$ cat config.mk
export PLATFORM = sky130hd
export DESIGN_NAME = biou_queue
export DESIGN_NICKNAME = d
export VERILOG_FILES = /design/src/biou_pkg.sv /design/src/biou_queue.sv
export SDC_FILE = /design/constraint.sdc
export NUM_CORES = 1
export LEC_CHECK = 0
export BUFFER_PORTS_ARGS = -buffer_cell sky130_fd_sc_hd__buf_2
export CAP_MARGIN = 40
export CORE_MARGIN = 1.5
export CORE_UTILIZATION = 35
export DETAILED_ROUTE_END_ITERATION = 16
export HOLD_SLACK_MARGIN = 0.1
export PLACE_DENSITY = 0.64
export RECOVER_POWER = 25
export SLEW_MARGIN = 10
export SYNTH_ARGS = -nofsm -noshare
export SYNTH_HDL_FRONTEND = slang
export SYNTH_SLANG_ARGS = --single-unit
$ cat constraint.sdc
create_clock -name clock -period 4 [get_ports clock]
set_input_delay 0.2 -clock clock [delete_from_list [all_inputs] [get_ports clock]]
set_output_delay 0.2 -clock clock [all_outputs]
set_load 0.03 [all_outputs]
$ cat src/biou_pkg.sv
// types and constants shared by the box iou unit
// no dependencies
package biou_pkg;

   localparam int COORD_W = 16;
   localparam int RATIO_W = 17;
   localparam int INTER_W = 32;
   localparam int AREA_W  = 34;
   localparam int UNION_W = 36;
   localparam int DIV_W   = 34;
   localparam int REM_W   = DIV_W + RATIO_W - 1;

   localparam logic [RATIO_W-1:0] RATIO_ONE = RATIO_W'(65536);

   typedef struct packed {
      logic signed [COORD_W-1:0] a_left;
      logic signed [COORD_W-1:0] a_top;
      logic signed [COORD_W-1:0] a_right;
      logic signed [COORD_W-1:0] a_bottom;
      logic signed [COORD_W-1:0] b_left;
      logic signed [COORD_W-1:0] b_top;
      logic signed [COORD_W-1:0] b_right;
      logic signed [COORD_W-1:0] b_bottom;
   } req_type;

   typedef struct packed {
      logic [RATIO_W-1:0] overlap_ratio;
      logic               union_empty;
   } rsp_type;

   typedef struct packed {
      logic [INTER_W-1:0] inter;
      logic [DIV_W-1:0]   divisor;
      logic               union_empty;
   } qent_type;

endpackage

$ cat src/biou_queue.sv
// short register queue between front end and divider
// depends on biou_pkg
module biou_queue import biou_pkg::*; #(
   parameter int DEPTH = 4
) (
   input  logic     clock,
   input  logic     reset,
   input  logic     in_valid,
   output logic     in_ready,
   input  qent_type in_data,
   output logic     out_valid,
   input  logic     out_ready,
   output qent_type out_data
);

   localparam int PTR_W = $clog2(DEPTH);
   localparam int CNT_W = $clog2(DEPTH + 1);

   qent_type         mem_ff [DEPTH];
   logic [PTR_W-1:0] wr_ptr_ff, rd_ptr_ff;
   logic [CNT_W-1:0] count_ff;
   logic             push, pop;

   assign out_valid = (count_ff != '0);
   assign in_ready  = (count_ff != CNT_W'(DEPTH)) || out_ready;
   assign push      = in_valid && in_ready;
   assign pop       = out_valid && out_ready;
   assign out_data  = mem_ff[rd_ptr_ff];

   always_ff @(posedge clock) begin
      if (reset) begin
         wr_ptr_ff <= '0;
         rd_ptr_ff <= '0;
         count_ff  <= '0;
      end else begin
         if (push) begin
            wr_ptr_ff <= (wr_ptr_ff == PTR_W'(DEPTH - 1)) ? '0 : wr_ptr_ff + 1'b1;
         end
         if (pop) begin
            rd_ptr_ff <= (rd_ptr_ff == PTR_W'(DEPTH - 1)) ? '0 : rd_ptr_ff + 1'b1;
         end
         if (push && !pop) begin
            count_ff <= count_ff + 1'b1;
         end else if (pop && !push) begin
            count_ff <= count_ff - 1'b1;
         end
      end
      if (push) begin
         mem_ff[wr_ptr_ff] <= in_data;
      end
   end

endmodule

Yosys cells after proc, flatten, opt, wreduce, memory -nomap -nowiden
Memories as Yosys holds them, arrays and structs flattened. A register that Yosys moved wholly into a read port is not among the register bits.
Cells that the tools add are included.
W data, S select, Z words.
{"block": "totals", "register_bits": 7, "mem_bits_rw": 268, "output_inout_bits": 69, "word_cells": 28, "mem_count": 1}
{"block": "op_classes", "addsub": 4, "n_eq_ne": 3, "mux": 8, "reduce_logical": 9}
{"name": "mem_ff", "words": 4, "word_bits": 67, "read_ports": 1, "rd_ports_with_merged_regs": 1, "write_ports": 1, "line_no": "biou_queue.sv:19", "source": "qent_type mem_ff [DEPTH];"}
{"operator": "$mux W2", "n": 4}
{"operator": "$mux W3", "n": 2}
{"operator": "$add A2 B1 Y2 const B", "n": 2}
{"operator": "$eq A2 B2 Y1 const B", "n": 2}
{"operator": "$logic_and A1 B1 Y1", "n": 4}
{"operator": "$add A3 B1 Y3 const B", "n": 1}
{"operator": "$ne A3 B3 Y1 const B", "n": 1}
{"operator": "$reduce_bool A3 Y1", "n": 1}
{"operator": "$sub A3 B1 Y3 const B", "n": 1}
{"operator": "$logic_not A1 Y1", "n": 2}
{"operator": "$mux W1", "n": 2}
{"operator": "$reduce_bool A2 Y1", "n": 1}
{"operator": "$logic_or A1 B1 Y1", "n": 1}

Logic depth before layout (Yosys ltp)
{"block": "logic_depth", "word_depth": 7, "mapped_depth": 9, "mapped_depth_nobuf": 8}

Worst setup path before layout
No wires, ideal clock.
{"block": "synth_path", "kind": "register to register", "from": "register count_ff[1]", "to": "register count_ff[2]", "setup_time_ps": 70, "arrival_ps": 2099, "required_time_ps": 3930, "path_slack_ps": 1831, "stages_incl_launch_ff": 10, "path_buffers": 1, "synth_period_minus_slack_ps": 2169, "path_cell_list": "dfxtp_1 -> or4b_4 -> buf_6 -> and2_4 -> ha_1 -> inv_1 -> fa_1 -> xor2_1 -> or3_1 -> a21oi_1"}
{"block": "synth_between", "elab_chain_cells": 6}
{"item": "start, declared", "line_no": "biou_queue.sv:21", "source": "logic [CNT_W-1:0] count_ff;"}
{"item": "start signal, assigned", "line_no": "biou_queue.sv:43", "source": "count_ff <= count_ff + 1'b1;"}
{"item": "start signal, assigned", "line_no": "biou_queue.sv:45", "source": "count_ff <= count_ff - 1'b1;"}
{"item": "$ne A3 B3 Y1 (*)", "line_no": "biou_queue.sv:25", "source": "assign in_ready = (count_ff != CNT_W'(DEPTH)) || out_ready;"}
{"item": "$logic_or A1 B1 Y1 (*)", "line_no": "biou_queue.sv:25"}
{"item": "via in_ready", "line_no": "biou_queue.sv:9", "source": "output logic in_ready,"}
{"item": "$logic_and A1 B1 Y1 (*)", "line_no": "biou_queue.sv:26", "source": "assign push = in_valid && in_ready;"}
{"item": "via push", "line_no": "biou_queue.sv:22", "source": "logic push, pop;"}
{"item": "$logic_not A1 Y1", "line_no": "biou_queue.sv:44", "source": "end else if (pop && !push) begin"}
{"item": "$logic_and A1 B1 Y1", "line_no": "biou_queue.sv:44"}
{"item": "$reduce_bool A2 Y1 (no source line)"}
Mark *: on every way through the listed nets, which the timed path passes. The rest lies on a longest branch. The select of a mux whose other input is x is not followed.
A chain may end at the register's enable or synchronous reset.

==> results by group <==
Outcome
  • Status: complete, no violations

Critical path
  • CP Max Fanout: 35
  • Required time worst endpoint: 3800 ps
  • Kind of critical path: flop to output pin
  • CP delay by family, top: flip-flops
  • Worst reg2reg path depth: 7
  • Critical Path Sink Type: output pin
  • CP max-delay cell: dfxtp_4
  • Max incr delay on CP: 800 ps
  • Stages on the worst setup path: 3
  • WP buf/inv: 2
  • Startpoint types: flop
  • Crit path DAT: 2520 ps
  • CP Cell Sequence: buf_12 -> mux4_2 -> buf_2

Synth
  • Async set or reset register ratio after synthesis: 0
  • Mapped Nets: 476
  • Avg Inst Size Synth: 25.4 µm²
  • Most common cell in the netlist: edfxtp_1
  • Seq/Total Area, Yosys: 0.813
  • Commonest cells in the netlist: edfxtp_1, mux4_2, dfxtp_1, ha_1, buf_1
  • Number of synthesized flops with an enable pin: 268
  • Yosys reg bits: 277
  • Synth Flop Type: edfxtp_1
  • Mapped Area: 0.0101 mm²
  • Dominant cells by area after synthesis: edfxtp_1, mux4_2, dfxtp_1
  • Largest area contributor in the netlist: edfxtp_1
  • Mapped Cells: 398
  • Yosys top cell area share: 0.795
  • Number of synthesis warnings: 0
  • Distinct cells, synth: 27

STA
  • RSZ-0062 raised after global routing: no
  • Final hold violations: 0
  • Slew of the pin with the lowest slew margin: 713 ps
  • Relative slew slack: 0.524
  • Crit share post-route: 0.681
  • Layout Skew: 8.72 ps
  • Fmax achieved: 0.367 GHz
  • Minimum clock period: 2720 ps
  • Max Slew Vio Count: 0
  • Setup Viol. Count Final: 0
  • Setup TNS: 0 ps

Route
  • Vias per cell: 4.68
  • DRT Pass-1 Iters: 4
  • ANT nets after route: 0
  • First-iteration detailed-routing DRC count: 397
  • # DRC: 0
  • DR WL/cell: 17.9 µm
  • Final Routed Wirelength: 18500 µm
  • DR vias: 4826

Final layout
  • Post-route cell area: 0.0129 mm²
  • Area of the multi-input gates: 0.00181 mm²
  • Layout cells sized above 1: 0.349
  • FF/Latch Area: 0.00824 mm²
  • Nets: 704
  • Area growth from synthesis to layout: 27.8%
  • # fillers: 2464

Floorplanning
  • Initial Util: 0.355
  • Ports: 140
  • Die Ht: 173 µm
  • Die X: 173 µm
  • DIE AREA: 0.0299 mm²
  • # rows: 62
  • Core area: 0.0285 mm²

Clock tree
  • Cts bufs inserted: 28
  • Root Buffer: clkbuf_16
  • CTS tree: done
  • Post-CTS sizing: 0
  • Max clock buf depth: 3
  • CTS clk-pin slew, worst paths: 60 ps
  • Htree depth: 1
  • Clk sink count: 277
  • Clock latency on the worst-skew pair: 530 ps

Power
  • Leak: 4.26 nW
  • Maximum vdd drop: 0.448 mV
  • PwrDens: 611 mW/mm²

Worst hold path
  • Worst Hold Depth: 2
  • Hold WC Path Type: primary input to flop

Placed design
  • DP Wirelength: 11300 µm
  • RD Place Congestion: 0.740
  • Port Buffer Count: 139
  • Placed Area: 0.0114 mm²

GRT
  • Pin count of the biggest net entering global routing: 38
  • GR Util All Layers: 0.126
  • Remaining Overflow, GRT: 0
  • Initial antenna violation count: 1
  • Vias in the first global route: 5405
  • First-pass GRT wire length: 29600 µm

Flow run
  • Maxcap violations: 0
==> sequential cells by signal (all words and copies together) (netlist names), named ones only <==
| name | cells |
|---|---|
| mem_ff | 268 |
| count_ff | 3 |
| rd_ptr_ff | 2 |
| wr_ptr_ff | 2 |
==> report_power, final <==
part | internal [mW] | switching, mW | total, mW
clock network | 1.52 | 1.06 | 2.58
registers | 3.44 | 0.153 | 3.59
logic | 0.701 | 1.03 | 1.73
total | 5.66 | 2.23 | 7.89
==> layer usage <==
layer	up-vias	wire length (µm)	part of all wire	global-route usage
li1	2161	-	-	-
met1	2501	7680	0.41	0.159
met2	134	9450	0.51	0.221
met3	30	949	0.051	0.0270
met4	0	440	0.024	0.0330
met5	-	0	0	0
==> worst paths after layout <==
kind	startpoint	endpoint	slack, ps
setup / recovery	flop	out_data[0]	1280
hold / removal	in_data[31]	mem_ff[3][31]	430
setup reg to reg	count_ff[0]	count_ff[2]	1700
hold reg to reg	rd_ptr_ff[0]	flop	490
==> layout by cell type (no fill, tap or decap), types with 4 or more instances in the layout <==
master         instances
buf_2                 99
clkinv_2               6
buf_12                 5
edfxtp_1             268
and3_4                 4
mux4_2                67
clkbuf_1              45
ha_1                   6
dlygate4sd3_1         70
dfxtp_1                7
clkbuf_16             29
==> repair_timing <==
action                    4_1_cts  5_1_grt
hold buffers                   70        0
hold endpoints to repair      277        0
setup buffers                   0        0
==> logic make-up (layout without fill, tap and decap cells) <==
family	count (synthesis)	count (layout)	synth area share
AOI/OAI and AO/OA	7	7	0.00470
xor gates and xnor gates	2	2	0.00173
adders and majority gates	7	7	0.00939
buffers and inverters	20	269	0.0101
DFF	277	277	0.813
muxes	69	69	0.151
other	0	1	0
and+or+nand+nor	16	16	0.0101
==> worst register-to-register path, cell delays in order (launching register included) <==
cell and delay (ps):
dfxtp_1 370, o31ai_1 500, ha_1 290, inv_1 70
fa_1 370, xor2_1 180, or3_1 310, a21oi_1 130
==> metrics by stage <==
| step | utilization | setup WS [ps] | instances | hold slack, ps | total power, mW |
|---|---|---|---|---|---|
| 6_report | 0.453 | 1280 | 1032 | 432 | 7.89 |
| 5_1_grt | 0.453 | 1070 | 1032 | 445 | 8.21 |
| 2_1_floorplan | - | 1830 | 398 | 299 | 4.85 |
| 3_3_place_gp | 0.394 | 1750 | 905 | 408 | 5.30 |
| 4_1_cts | 0.455 | 1160 | 1031 | 395 | 8.01 |
| 3_5_place_dp | 0.398 | 1720 | 910 | 418 | 5.37 |
==> cell type report <==
type	count	area share
Sequential cell	277	0.637
Timing Repair Buffer	215	0.114
Inverter	3	0.000871
Clock inverter	17	0.0136
Tap cell	384	0.0372
Antenna cell	1	0.000194
Clock buffer	34	0.0576
Multi-Input combinational cell	101	0.140
(Power assumes the default switching activity.)
