**src/biou_pkg.sv**
```systemverilog
// types and constants shared by the box iou unit
// no dependencies
package biou_pkg;

   localparam int COORD_W = 16;
   localparam int RATIO_W = 17;
   localparam int INTER_W = 32;
   localparam int AREA_W  = 34;
   localparam int UNION_W = 36;
   localparam int DIV_W   = 34;
   localparam int REM_W   = DIV_W + RATIO_W - 1;

   localparam logic [RATIO_W-1:0] RATIO_ONE = RATIO_W'(65536);

   typedef struct packed {
      logic signed [COORD_W-1:0] a_left;
      logic signed [COORD_W-1:0] a_top;
      logic signed [COORD_W-1:0] a_right;
      logic signed [COORD_W-1:0] a_bottom;
      logic signed [COORD_W-1:0] b_left;
      logic signed [COORD_W-1:0] b_top;
      logic signed [COORD_W-1:0] b_right;
      logic signed [COORD_W-1:0] b_bottom;
   } req_type;

   typedef struct packed {
      logic [RATIO_W-1:0] overlap_ratio;
      logic               union_empty;
   } rsp_type;

   typedef struct packed {
      logic [INTER_W-1:0] inter;
      logic [DIV_W-1:0]   divisor;
      logic               union_empty;
   } qent_type;

endpackage

```
**src/biou_back.sv**
```systemverilog
// back end: pipelined restoring divider, one quotient bit per stage
// depends on biou_pkg
module biou_back import biou_pkg::*; (
   input  logic     clock,
   input  logic     reset,
   input  logic     pop_valid,
   output logic     pop_ready,
   input  qent_type pop_data,
   output logic     rsp_valid,
   input  logic     rsp_ready,
   output rsp_type  rsp_data
);

   localparam int NSTEP = RATIO_W;

   logic               v_ff   [NSTEP];
   logic [REM_W-1:0]   rem_ff [NSTEP];
   logic [DIV_W-1:0]   d_ff   [NSTEP];
   logic [RATIO_W-1:0] q_ff   [NSTEP];
   logic               e_ff   [NSTEP];

   logic [REM_W-1:0]   rem_in [NSTEP+1];
   logic [RATIO_W-1:0] q_in   [NSTEP+1];

   logic               out_v_ff;
   rsp_type            out_ff;
   rsp_type            out_in;
   logic               adv;

   assign adv       = !out_v_ff || rsp_ready;
   assign pop_ready = adv;
   assign rsp_valid = out_v_ff;
   assign rsp_data  = out_ff;

   assign rem_in[0] = {{(REM_W-INTER_W-RATIO_W+1){1'b0}}, pop_data.inter, {(RATIO_W-1){1'b0}}};
   assign q_in[0]   = '0;

   for (genvar j = 0; j < NSTEP; j++) begin : g_step
      localparam int K = NSTEP - 1 - j;
      logic [REM_W-1:0] dsh;
      logic [REM_W:0]   diff;

      assign dsh  = {{(REM_W-DIV_W){1'b0}}, d_ff[j]} << K;
      assign diff = {1'b0, rem_ff[j]} - {1'b0, dsh};
      assign rem_in[j+1] = diff[REM_W] ? rem_ff[j] : diff[REM_W-1:0];
      assign q_in[j+1]   = q_ff[j] | (RATIO_W'(!diff[REM_W]) << K);

      always_ff @(posedge clock) begin
         if (reset) begin
            v_ff[j] <= 1'b0;
         end else if (adv) begin
            v_ff[j] <= (j == 0) ? pop_valid : v_ff[(j == 0) ? 0 : j-1];
         end
         if (adv) begin
            rem_ff[j] <= rem_in[j];
            q_ff[j]   <= q_in[j];
            d_ff[j]   <= (j == 0) ? pop_data.divisor : d_ff[(j == 0) ? 0 : j-1];
            e_ff[j]   <= (j == 0) ? pop_data.union_empty : e_ff[(j == 0) ? 0 : j-1];
         end
      end
   end

   always_comb begin
      out_in.union_empty = e_ff[NSTEP-1];
      if (e_ff[NSTEP-1]) begin
         out_in.overlap_ratio = '0;
      end else if (q_in[NSTEP] > RATIO_ONE) begin
         out_in.overlap_ratio = RATIO_ONE;
      end else begin
         out_in.overlap_ratio = q_in[NSTEP];
      end
   end

   always_ff @(posedge clock) begin
      if (reset) begin
         out_v_ff <= 1'b0;
      end else if (adv) begin
         out_v_ff <= v_ff[NSTEP-1];
      end
      if (adv) begin
         out_ff <= out_in;
      end
   end

endmodule

```
**config.mk**
```make
export PLATFORM = sky130hd
export DESIGN_NAME = biou_back
export DESIGN_NICKNAME = d
export VERILOG_FILES = /design/src/biou_pkg.sv /design/src/biou_back.sv
export SDC_FILE = /design/constraint.sdc
export NUM_CORES = 2
export LEC_CHECK = 0
export BUFFER_PORTS_ARGS = -buffer_cell sky130_fd_sc_hd__clkbuf_2
export CAP_MARGIN = 5
export CORE_MARGIN = 2
export CORE_UTILIZATION = 35
export CTS_CLUSTER_SIZE = 40
export DETAILED_ROUTE_END_ITERATION = 10
export PLACE_DENSITY = 0.57
export SYNTH_ARGS = -nofsm -noshare
export SYNTH_HDL_FRONTEND = slang
export SYNTH_SLANG_ARGS = --single-unit
```
**constraint.sdc**
```tcl
create_clock -name clock -period 74.8 [get_ports clock]
set_input_delay 7.48 -clock clock [delete_from_list [all_inputs] [get_ports clock]]
set_output_delay 7.48 -clock clock [all_outputs]
set_load 0.02 [all_outputs]
```
### Yosys cells after proc, flatten, opt, wreduce, memory -nomap -nowiden

Memory sizes are Yosys's and may differ from the RTL's. A register that Yosys moved wholly into a read port is not among the register bits.
Cells that the tools add are included.
Widths: inputs -> output; s select.

| operators by class | value |
|---|---|
| $add $sub $neg | 17 |
| multipliers | 0 |
| divide/modulo/power cells | 0 |
| $lt $le $gt $ge | 1 |
| eq/ne operators | 0 |
| shift-type cells | 0 |
| multiplexer cells | 40 |
| bitwise logic cells | 34 |
| reduce and logical (&&, ||, !) cells | 20 |

Operators by type and width:

| operator | number |
|---|---|
| $mux 50 | 16 |
| $sub 50x34->51 | 1 |
| $sub 50x35->51 | 1 |
| $sub 50x36->51 | 1 |
| $sub 50x37->51 | 1 |
| $sub 50x38->51 | 1 |
| $sub 50x39->51 | 1 |
| $sub 50x40->51 | 1 |
| $sub 50x41->51 | 1 |
| $sub 50x42->51 | 1 |
| $sub 50x43->51 | 1 |
| $sub 50x44->51 | 1 |
| $sub 50x45->51 | 1 |
| $sub 50x46->51 | 1 |
| $sub 50x47->51 | 1 |
| $sub 50x48->51 | 1 |
| $sub 50x49->51 | 1 |
| $sub 50x50->51 | 1 |
| $mux 1 | 23 |
| $logic_not 1->1 | 18 |
| $gt 17x17->1 const B | 1 |
| $mux 17 | 1 |
| $or 1x1->1 | 17 |
| $or 17x1->17 | 1 |
| other kinds (18) | 18 |

| word-level totals | value |
|---|---|
| bits in registers | 18 |
| latch bits | 0 |
| bits in writable memories | 1,751 |
| ROM bits | 0 |
| input port bits | 71 |
| output and inout port bits | 20 |
| word-level logic and storage cells | 120 |
| memories kept | 5 |

Memories:

| name | depth | width | read ports | clocked after Yosys merged registers in | wr ports | RTL line | source |
|---|---|---|---|---|---|---|---|
| rem_ff | 17 | 50 | 17 | 0 | 17 | biou_back.sv:17 | `logic [REM_W-1:0] rem_ff [NSTEP];` |
| d_ff | 17 | 34 | 17 | 0 | 17 | biou_back.sv:18 | `logic [DIV_W-1:0] d_ff [NSTEP];` |
| q_ff | 17 | 17 | 17 | 0 | 17 | biou_back.sv:19 | `logic [RATIO_W-1:0] q_ff [NSTEP];` |
| e_ff | 17 | 1 | 17 | 0 | 17 | biou_back.sv:20 | `logic e_ff [NSTEP];` |
| v_ff | 17 | 1 | 17 | 1 | 17 | biou_back.sv:16 | `logic v_ff [NSTEP];` |

### Longest topological paths before layout

| logic depth | value |
|---|---|
| depth after elaboration | 6 |
| depth in mapped cells | 16 |
| mapped depth without buffers | 14 |

### Least setup slack after synthesis

OpenSTA, ideal clock, no wires.

| path | value |
|---|---|
| kind | input-to-output |
| from | input rsp_ready |
| to | output pop_ready |
| arrival time | 35.552 ns |
| data required time | 67.320 ns |
| path slack | 31.768 ns |
| stages | 2 |
| buffers on the path | 0 |
| cell sequence | nor2b_1 -> inv_1 |

| between the ends | value |
|---|---|
| word-level cells in the longest chain between the ends | 1 |

RTL lines:

| item | RTL line | source |
|---|---|---|
| start, declared | biou_back.sv:10 | `input logic rsp_ready,` |
| $logic_or 1x1->1 | biou_back.sv:30 | `assign adv = !out_v_ff \|\| rsp_ready;` |
| end, declared | biou_back.sv:7 | `output logic pop_ready,` |

No other way between the ends.

### Final worst setup path

Same ends and word-level chain as after synthesis.

==> results_dict.tcl <==
set metrics [dict create \
    grt_usage_pct 15.3 \
    synth_cells 7587 \
    drt-total-wl_mm 188 \
    netlist_top_cells_area "edfxtp_1 (53%), ha_1 (8.4%), a21oi_1 (4.4%)" \
    path_cells "clkbuf_2 > nor2b_1 > inv_8 > clkbuf_2" \
    post-route-drc-count 0 \
    hold_violations 0 \
    grt_max_degree 139 \
    cp.arrival_ns 8.82 \
    post-cts-setup-buffers 0 \
    yosysTopAreaCell "edfxtp_1" \
    synth_top_area_share_pct 52.8 \
    grt_overflow 0 \
    ys.warnings.count 0 \
    crit_buf_inv 3 \
    cp_max_fo 104 \
    clk_pin_slew_worst_paths_ns 0.06 \
    power_density_mw_per_mm2 40.7 \
    slowest_stage "nor2b_1" \
    final-setup-viol-count 0 \
    drv_cap 0 \
    register_area_mm2 0.0439 \
    yosysMostFrequentCell "edfxtp_1" \
    boundaryPins 91 \
    syn2layout_area_growth_pct 11.1 \
    multiInputGateArea_mm2 0.0357 \
    synth_commonest_cells "edfxtp_1 (1,462), a21oi_1 (731), inv_1 (696)" \
    die_w_um 491 \
    start_util_pct 35.3 \
    crit_top_cell "clkbuf_2" \
    synthDistinctLibCells 103 \
    cts_buffers 167 \
    max_stage_delay_ns 0.43 \
    tns_ns 0 \
    clkSinkCount 1463 \
    relSlewSlack_pct 29.8 \
    period_needed_ns 16.30 \
    path_class "input port to output pin" \
    final.setup_skew_ns 0.0405 \
    synth-seq-cells 1463 \
    yosysSeqAreaShare_pct 52.8 \
    core_mm2 0.236 \
    fin_nets 8334 \
    via_per_inst 5.12 \
    vias 56300 \
    vdd_drop_max_v 0.0000191 \
    synth_nets 8234 \
    hold_slack_ns 0.389 \
    die_h_um 491 \
    insertion_delay_ns 0.81 \
    first_global_vias 57200 \
    tightest_slew_ns 1.05 \
    synth_edf_count 1462 \
    cts_hold_buf 0 \
    die_area_mm2 0.241 \
    cts_root_buffer "clkbuf_16" \
    fmax_mhz 61.4 \
    ctsLongestPathBuffers 3 \
    critPathCaptureType "output pin" \
    h-tree-depth 4 \
    drt_pre_antenna_iters 8 \
    p_leak_uw 0.0377 \
    synthesis.area_mm2 0.0831 \
    hold_class "flip-flop to flip-flop" \
    drive_gt1_share_pct 7.24 \
    status "finished clean" \
    ant_nets 0 \
    nFillCells 22700 \
    worstSetupStartpointType "input port" \
    path_delay_family "buffers and inverters" \
    tritoncts "built" \
    cp_data_required_time_ns 67.32 \
    io_buffers 90 \
    slew_viol_final 0 \
    ys.flop_type "edfxtp_1" \
    grt_antenna_before_repair 1 \
    wire_per_inst_um 17.2 \
    synth.avg_cell_area_um2 11.0 \
    dp_hpwl_mm 144 \
    drt_iter0_drc 3120 \
    synthArstFlopShare_pct 0 \
    grt_pass1_wl_mm 301 \
    finalCritPeriodShare_pct 21.8 \
    gp_congestion 0.912 \
    rows 178 \
    cts_resized 0 \
    rsz0062_at_grt "false" \
]
## worst register-to-register path, cell delays in order, from the launching register on
cell       delay [ns]
edfxtp_1         0.39
ha_1             0.37
o211ai_1         0.19
a21oi_1          0.10
o2111ai_1        0.29
a21oi_1          0.19
a41oi_1          0.57
o22ai_1          0.35
o21ba_2          0.32
nor4_2           0.71
buf_4            0.37
buf_4            0.43
inv_1            0.35
mux2_2           0.35
## worst paths after layout
kind / startpoint / end / slack, ns / depth (start not counted)
worst min-delay path: q_ff[0][247] / q_ff[0][264] / 0.39 / 0
worst max-delay path: rsp_ready / pop_ready / 58.50 / 4
worst min register to register: q_ff[0][247] / q_ff[0][264] / 0.39 / 0
worst max register to register: rem_ff[0][607] / rem_ff[0][682] / 69.58 / 13
## state kept, by name, summed over array words and instances (netlist names)
| signal | flops |
|---|---|
| d_ff | 578 |
| e_ff | 17 |
| q_ff | 136 |
| rem_ff | 696 |
| rsp_data | 18 |
| rsp_valid | 1 |
| v_ff | 17 |
## stage by stage
stage / setup WS [ns] / instances / utilization [%] / instance area, um2 / total power [uW]
2_1_floorplan: 31.77 / 7587 / - / 83100 / 2540
4_1_cts: 58.48 / 11000 / 39.2 / 92400 / 3780
3_5_place_dp: 58.47 / 10700 / 36.9 / 87000 / 2960
6_report: 58.50 / 11000 / 39.2 / 92400 / 3760
5_1_grt: 58.40 / 11000 / 39.2 / 92400 / 4030
3_3_place_gp: 58.46 / 10700 / 36.9 / 87000 / 2930
## layout make-up
type	instances	share of cell area (%)
antenna	7	0.0190
inverter	699	2.85
clock buffer	213	4.85
sequential	1463	47.5
multi-input combinational	5218	38.7
timing repair buffer	138	0.891
tap	3150	4.27
clock inverter	92	0.928
## power breakdown
group,internal [uW],switching [uW]
Combinational,682,907
Clock,471,328
Sequential,1220,149
Total,2370,1380
## layer usage
layer	GRT usage [%]	wire length [um]	share of wire, %	vias up
met1	16.6	74200	39	26800
met2	29.1	99400	53	1068
met4	7.41	9000	4.8	0
met3	2.14	5690	3.0	447
li1	-	-	-	28000
met5	0	0	0	-
## logic make-up after synthesis
family	Yosys count	synth area share, %
compound gates	2091	15.7
xor+xnor	571	6.02
fa+ha+maj	576	8.81
buf+inv	906	4.28
flops	1463	52.8
mux	103	1.42
other cells	1	0.00451
simple gates	1876	10.9
## placed cells by master (no fill, tap or decap), types with 51 or more instances in the layout
master	count
edfxtp_1	1462
a21oi_1	730
inv_1	694
ha_1	560
nand2_1	526
nor2_1	518
o21ai_0	436
xnor2_1	303
a21o_1	295
xor2_1	268
clkbuf_16	173
nand3_1	123
nor3_1	105
mux2_2	93
nand2b_1	91
clkbuf_2	90
nor2b_1	86
o21a_1	85
and2_1	81
nand4_1	80
and3_1	68
o21bai_1	62
a31oi_1	54
o211ai_1	52
a211oi_1	51
(Power assumes the default switching activity.)
