===== src/biou_pkg.sv =====
// types and constants shared by the box iou unit
// no dependencies
package biou_pkg;

   localparam int COORD_W = 16;
   localparam int RATIO_W = 17;
   localparam int INTER_W = 32;
   localparam int AREA_W  = 34;
   localparam int UNION_W = 36;
   localparam int DIV_W   = 34;
   localparam int REM_W   = DIV_W + RATIO_W - 1;

   localparam logic [RATIO_W-1:0] RATIO_ONE = RATIO_W'(65536);

   typedef struct packed {
      logic signed [COORD_W-1:0] a_left;
      logic signed [COORD_W-1:0] a_top;
      logic signed [COORD_W-1:0] a_right;
      logic signed [COORD_W-1:0] a_bottom;
      logic signed [COORD_W-1:0] b_left;
      logic signed [COORD_W-1:0] b_top;
      logic signed [COORD_W-1:0] b_right;
      logic signed [COORD_W-1:0] b_bottom;
   } req_type;

   typedef struct packed {
      logic [RATIO_W-1:0] overlap_ratio;
      logic               union_empty;
   } rsp_type;

   typedef struct packed {
      logic [INTER_W-1:0] inter;
      logic [DIV_W-1:0]   divisor;
      logic               union_empty;
   } qent_type;

endpackage


===== src/biou_front.sv =====
// front end: intersection extents, box areas, union and empty flag
// depends on biou_pkg
module biou_front import biou_pkg::*; (
   input  logic     clock,
   input  logic     reset,
   input  logic     req_valid,
   output logic     req_ready,
   input  req_type  req_data,
   output logic     push_valid,
   input  logic     push_ready,
   output qent_type push_data
);

   logic                      s1_v_ff;
   logic [COORD_W-1:0]        iw_ff, ih_ff;
   logic signed [COORD_W:0]   wa_ff, ha_ff, wb_ff, hb_ff;
   logic [COORD_W-1:0]        iw_in, ih_in;
   logic signed [COORD_W:0]   wa_in, ha_in, wb_in, hb_in;

   logic                      s2_v_ff;
   logic [INTER_W-1:0]        inter_ff;
   logic signed [AREA_W-1:0]  area_a_ff, area_b_ff;

   logic                      s1_adv, s2_adv;
   logic signed [COORD_W-1:0] lo_x, hi_x, lo_y, hi_y;
   logic signed [COORD_W:0]   dx, dy;
   logic signed [UNION_W-1:0] uni;

   assign s2_adv    = !s2_v_ff || push_ready;
   assign s1_adv    = !s1_v_ff || s2_adv;
   assign req_ready = s1_adv;

   always_comb begin
      lo_x  = (req_data.a_left > req_data.b_left) ? req_data.a_left : req_data.b_left;
      hi_x  = (req_data.a_right < req_data.b_right) ? req_data.a_right : req_data.b_right;
      lo_y  = (req_data.a_top > req_data.b_top) ? req_data.a_top : req_data.b_top;
      hi_y  = (req_data.a_bottom < req_data.b_bottom) ? req_data.a_bottom : req_data.b_bottom;
      dx    = {hi_x[COORD_W-1], hi_x} - {lo_x[COORD_W-1], lo_x};
      dy    = {hi_y[COORD_W-1], hi_y} - {lo_y[COORD_W-1], lo_y};
      iw_in = (dx > 0) ? dx[COORD_W-1:0] : '0;
      ih_in = (dy > 0) ? dy[COORD_W-1:0] : '0;
      wa_in = {req_data.a_right[COORD_W-1], req_data.a_right}
            - {req_data.a_left[COORD_W-1], req_data.a_left};
      ha_in = {req_data.a_bottom[COORD_W-1], req_data.a_bottom}
            - {req_data.a_top[COORD_W-1], req_data.a_top};
      wb_in = {req_data.b_right[COORD_W-1], req_data.b_right}
            - {req_data.b_left[COORD_W-1], req_data.b_left};
      hb_in = {req_data.b_bottom[COORD_W-1], req_data.b_bottom}
            - {req_data.b_top[COORD_W-1], req_data.b_top};
   end

   always_ff @(posedge clock) begin
      if (reset) begin
         s1_v_ff <= 1'b0;
      end else if (s1_adv) begin
         s1_v_ff <= req_valid;
      end
      if (s1_adv) begin
         iw_ff <= iw_in;
         ih_ff <= ih_in;
         wa_ff <= wa_in;
         ha_ff <= ha_in;
         wb_ff <= wb_in;
         hb_ff <= hb_in;
      end
   end

   // one multiplier per product
   always_ff @(posedge clock) begin
      if (reset) begin
         s2_v_ff <= 1'b0;
      end else if (s2_adv) begin
         s2_v_ff <= s1_v_ff;
      end
      if (s2_adv) begin
         inter_ff  <= INTER_W'(iw_ff) * INTER_W'(ih_ff);
         area_a_ff <= AREA_W'(wa_ff) * AREA_W'(ha_ff);
         area_b_ff <= AREA_W'(wb_ff) * AREA_W'(hb_ff);
      end
   end

   always_comb begin
      uni = {{(UNION_W-AREA_W){area_a_ff[AREA_W-1]}}, area_a_ff}
          + {{(UNION_W-AREA_W){area_b_ff[AREA_W-1]}}, area_b_ff}
          - {{(UNION_W-INTER_W){1'b0}}, inter_ff};
      push_valid             = s2_v_ff;
      push_data.inter        = inter_ff;
      push_data.divisor      = uni[DIV_W-1:0];
      push_data.union_empty  = uni[UNION_W-1] || (uni == '0);
   end

endmodule


===== config.mk =====
export PLATFORM = sky130hd
export DESIGN_NAME = biou_front
export DESIGN_NICKNAME = d
export VERILOG_FILES = /design/src/biou_pkg.sv /design/src/biou_front.sv
export SDC_FILE = /design/constraint.sdc
export NUM_CORES = 2
export LEC_CHECK = 0
export BUFFER_PORTS_ARGS = -buffer_cell sky130_fd_sc_hd__buf_2
export CAP_MARGIN = 20
export CORE_MARGIN = 5
export CORE_UTILIZATION = 30
export CTS_CLUSTER_DIAMETER = 120
export DETAILED_ROUTE_END_ITERATION = 8
export PLACE_DENSITY = 0.53
export SYNTH_ARGS = -nofsm -noshare
export SYNTH_HDL_FRONTEND = slang
export SYNTH_SLANG_ARGS = --single-unit

===== constraint.sdc =====
create_clock -name clock -period 7.4 [get_ports clock]
set_clock_uncertainty 0.15 [all_clocks]
set_input_delay 0.74 -clock clock [delete_from_list [all_inputs] [get_ports clock]]
set_output_delay 0.74 -clock clock [all_outputs]
set_load 0.005 [all_outputs]

## After elaboration in Yosys (flattened, before gate mapping)

Index checks and enable logic that the tools add are counted.

| word-level totals | value |
|---|---|
| logic and storage cells | 38 |
| register bits | 202 |
| input bits | 132 |
| output and inout bits | 69 |

| operators by class | value |
|---|---|
| $mul | 3 |
| $lt $le $gt $ge | 6 |
| reductions and logical operators | 6 |
| multiplexer cells | 4 |
| add/sub/neg operators | 8 |

Operator list:

| cell | number |
|---|---|
| $sub 16x16->17 | 6 |
| $mul 17x17->34 | 2 |
| $mux 16 | 4 |
| $logic_not 36->1 | 1 |
| $sub 35x33->36 | 1 |
| $add 34x34->35 | 1 |
| $gt 17x1->1 const B | 2 |
| $gt 16x16->1 | 2 |
| $lt 16x16->1 | 2 |
| $mul 16x16->32 | 1 |
| $logic_or 1x1->1 | 3 |
| $logic_not 1->1 | 2 |

## Longest topological paths before layout

| depth | value |
|---|---|
| depth after elaboration | 4 |
| mapped depth | 25 |
| mapped depth without buffers | 24 |

## Least setup slack after synthesis

Ideal clock, no wire load.

| timing path | value |
|---|---|
| path type | register to register |
| start point | register hb_ff[8] |
| end point | register area_b_ff[33], data pin |
| buffers on the path | 2 |
| required time | 6.990 ns |
| path slack | 0.908 ns |
| setup time | 0.260 ns |
| period minus slack after synthesis | 6.492 ns |
| arrival | 6.082 ns |
| cell stages (with the launch flop) | 26 |
| path through | edfxtp_1 > clkbuf_1 > clkbuf_1 > nand2_1 > fa_1 > inv_1 > fa_1 > inv_1 > fa_1 > inv_1 > fa_1 > fa_1 > inv_1 > fa_1 > inv_1 > ha_1 > nand3_1 > nor2_1 > or3_1 > a221o_1 > a211o_1 > nand3_1 > a31oi_1 > a21o_1 > a21oi_1 > xnor2_1 |

| on the way | value |
|---|---|
| longest elaborated chain between the ends | 1 |

Ends and longest elaborated chain:

| element | RTL line | text |
|---|---|---|
| from (decl) | biou_front.sv:16 | `logic signed [COORD_W:0] wa_ff, ha_ff, wb_ff, hb_ff;` |
| from (signal assigned) | biou_front.sv:64 | `hb_ff <= hb_in;` |
| $mul 17x17->34 | biou_front.sv:78 | `area_b_ff <= AREA_W'(wb_ff) * AREA_W'(hb_ff);` |
| to (signal assigned) | biou_front.sv:78 |  |
| to (decl) | biou_front.sv:22 | `logic signed [AREA_W-1:0] area_a_ff, area_b_ff;` |

Every way passes these cells.
A chain may end at the register's enable or synchronous reset.

## Worst setup path in the final report

| timing path | value |
|---|---|
| start point | register wb_ff[5] |
| end point | register area_b_ff[32], data pin |

| on the way | value |
|---|---|
| longest elaborated chain between the ends | 1 |

Ends and longest elaborated chain:

| element | RTL line | text |
|---|---|---|
| from (decl) | biou_front.sv:16 |  |
| from (signal assigned) | biou_front.sv:63 | `wb_ff <= wb_in;` |
| $mul 17x17->34 | biou_front.sv:78 |  |

Every way passes these cells.

==> metrics.cfg <==
[status]
status=finished, final reports clean

[yosys]
ys_warn_count=0
syn-instance-count=5036
synth_cell_types=87
syn_area_per_cell_um2=9.229
yosysSeqAreaShare_pct=13.01
synth-edff-count=200
synthFlopType=edfxtp_1
async_reset_ff_share_pct=0
netlist_area_um2=46480
ys_ff_latch=202
synth_nets=6462

[placement]
dp_hpwl_mm=120.4
dp.cells=7233
portBuffers=200
gp_congestion=0.9251

[sta]
fin_crit_sh_pct=94.87
clock.fmax_ghz=0.1424
relSlewSlack_pct=26.78
finalSetupViolCount=0
drv_slew=0
tightest_slew_ps=1098
hold_viol=0
holdWs_ps=142.9
rsz0062_at_grt=no
timing.setup.tns_ps=0
fin_crit_ps=7021

[clocking]
clockBufferDepth=3
root_buffer=clkbuf_16
cts_max_level=1
cts_made_buffers=31
cts.clk_slew.worst_paths_ps=60
cts_sinks=202
cts_tree=yes
clk_latency_ps=620
postCtsHoldBufs=0

[routing]
drc_errors=0
drt_iter0_markers=2257
wl_per_cell_um=18.90
routed.top_layer=met4
vias_per_cell=4.760
finalWirelength_mm=138.0
wl_met3_mm=7.252
ant_nets=0
num_vias=34765
wl_met1_mm=61.91
dr.pass1.iters=6
wl_met2_mm=65.69

[finish]
layout_commonest_cell=inv_1
num-nets-final=6659
n_fill_cell=16071
final_cell_count_no_fill=7304
fin_util_pct=33.33
area_delta_synth_final_pct=10.49
drive_above_1_share_pct=7.767
final_cell_mix=inv_1, fa_1, nand2_1, ha_1, and2_1

[floorplan]
die_y_um=403.6
die_w_um=403.6
dieArea_um2=162900
coreArea_um2=154000
rows=144
start_util_pct=30.17
ioPinCount=201

[worst_setup_path]
required_ps=7710
arrival_ps=7330
cp-end-kind=register
crit_type=reg -> reg
setup.worst_path.start_class=register
cp_max_fo=14
r2r_cells=22

[grt]
grt_pass1_wl_mm=218.0
antenna_found_initial=18
grt_usage_pct=17.19
grt_pass1_vias=36516
gr-total-overflow=0
grt_max_degree=73

[worst_hold_path]
whs_path_depth=2
hp-class=in -> reg

[job]
drv_cap=0

-- cell type report --
| type | instances | area (um^2) | area share [%] |
|---|---|---|---|
| Clock buffer | 35 | 790.8 | 1.540 |
| Tap cell | 2044 | 2557 | 4.980 |
| Inverter | 1119 | 4203 | 8.184 |
| Clock inverter | 18 | 196.4 | 0.3825 |
| Multi-Input combinational cell | 3565 | 35670 | 69.46 |
| Antenna cell | 7 | 17.52 | 0.03411 |
| Sequential cell | 202 | 6046 | 11.77 |
| Timing Repair Buffer | 314 | 1869 | 3.640 |
-- what timing repair did --
action                     in CTS  in global routing
setup endpoints to repair       0                  1
gates resized for setup         0                  0
setup buffers                   0                 11
-- synthesized netlist by cell type (17+ instances only) --
cell type,number,area (um^2)
o211ai_1,47,352.8
a31oi_1,17,106.4
inv_1,1119,4200
nand2_1,484,1817
edfxtp_1,200,6006
a221oi_1,34,297.8
nor3_1,97,485.5
o21a_1,29,217.7
nor2_1,180,675.7
ha_1,470,5881
clkbuf_1,140,525.5
a211oi_1,18,135.1
fa_1,824,16500
a21oi_1,142,710.7
and3_1,17,106.4
and2_1,421,2634
o21ai_0,94,470.5
mux2i_1,33,330.3
nand2b_1,32,200.2
xnor2_1,130,1139
xor2_1,42,367.9
or3_1,20,125.1
nor2b_1,73,456.7
a21o_1,64,480.5
nand4_1,17,106.4
nand3_1,98,490.5
-- flip-flops by register name (all words and copies together) (netlist names) --
| signal | count |
|---|---|
| ha_ff | 17 |
| hb_ff | 17 |
| wb_ff | 17 |
| inter_ff | 32 |
| iw_ff | 16 |
| area_b_ff | 34 |
| s1_v_ff | 1 |
| area_a_ff | 34 |
| push_valid | 1 |
| wa_ff | 17 |
| ih_ff | 16 |
-- kinds of logic (layout without fill, tap and decap cells) --
group | after synthesis | in the layout | synth area share, %
AO/OA/AOI/OAI | 585 | 585 | 8.534
XOR/XNOR | 172 | 172 | 3.241
adder cells (fa/ha/maj) | 1294 | 1294 | 48.15
buffers and inverters | 1269 | 1486 | 10.33
flip-flops | 202 | 202 | 13.01
multiplexers | 37 | 37 | 0.8076
other | 0 | 7 | 0
AND/OR/NAND/NOR | 1477 | 1477 | 15.93
-- final timing paths --
path	startpoint	slack [ps]	endpoint
worst max-delay path	wb_ff[5]	380	area_b_ff[32]
worst min register to register	s1_v_ff	390	push_valid
worst max register to register	wb_ff[5]	380	area_b_ff[32]
worst min-delay path	reset	140	s1_v_ff
-- worst max-delay path: stages (launching register included) --
cell,delay [ps]
edfxtp_1,640
and2_1,290
fa_1,480
inv_1,50
fa_1,450
fa_1,490
fa_1,540
inv_1,50
fa_1,470
inv_1,50
fa_1,470
inv_1,40
ha_1,330
a21oi_1,240
nor2_1,90
nor3_1,330
a211oi_1,140
buf_4,180
o21ai_1,280
a31oi_1,180
o211ai_1,330
or4b_1,460
o211ai_1,100
-- stage by stage --
step           setup slack [ps]  instance area [um^2]
2_1_floorplan             908.1                 46480
3_5_place_dp              355.3                 50250
4_1_cts                   356.7                 51240
5_1_grt                   8.435                 51330
6_report                  379.5                 51350
3_3_place_gp              456.2                 50240
-- routing by layer --
| metal | up-vias | track usage [%] |
|---|---|---|
| met5 | - | 0 |
| met4 | 0 | 3.361 |
| met3 | 109 | 2.250 |
| met2 | 825 | 29.37 |
| met1 | 17582 | 23.48 |
| li1 | 16249 | - |
Power is left out: the tool's default activity adds up to more than one toggle a clock period on the data nets, which glitch-free logic cannot reach.
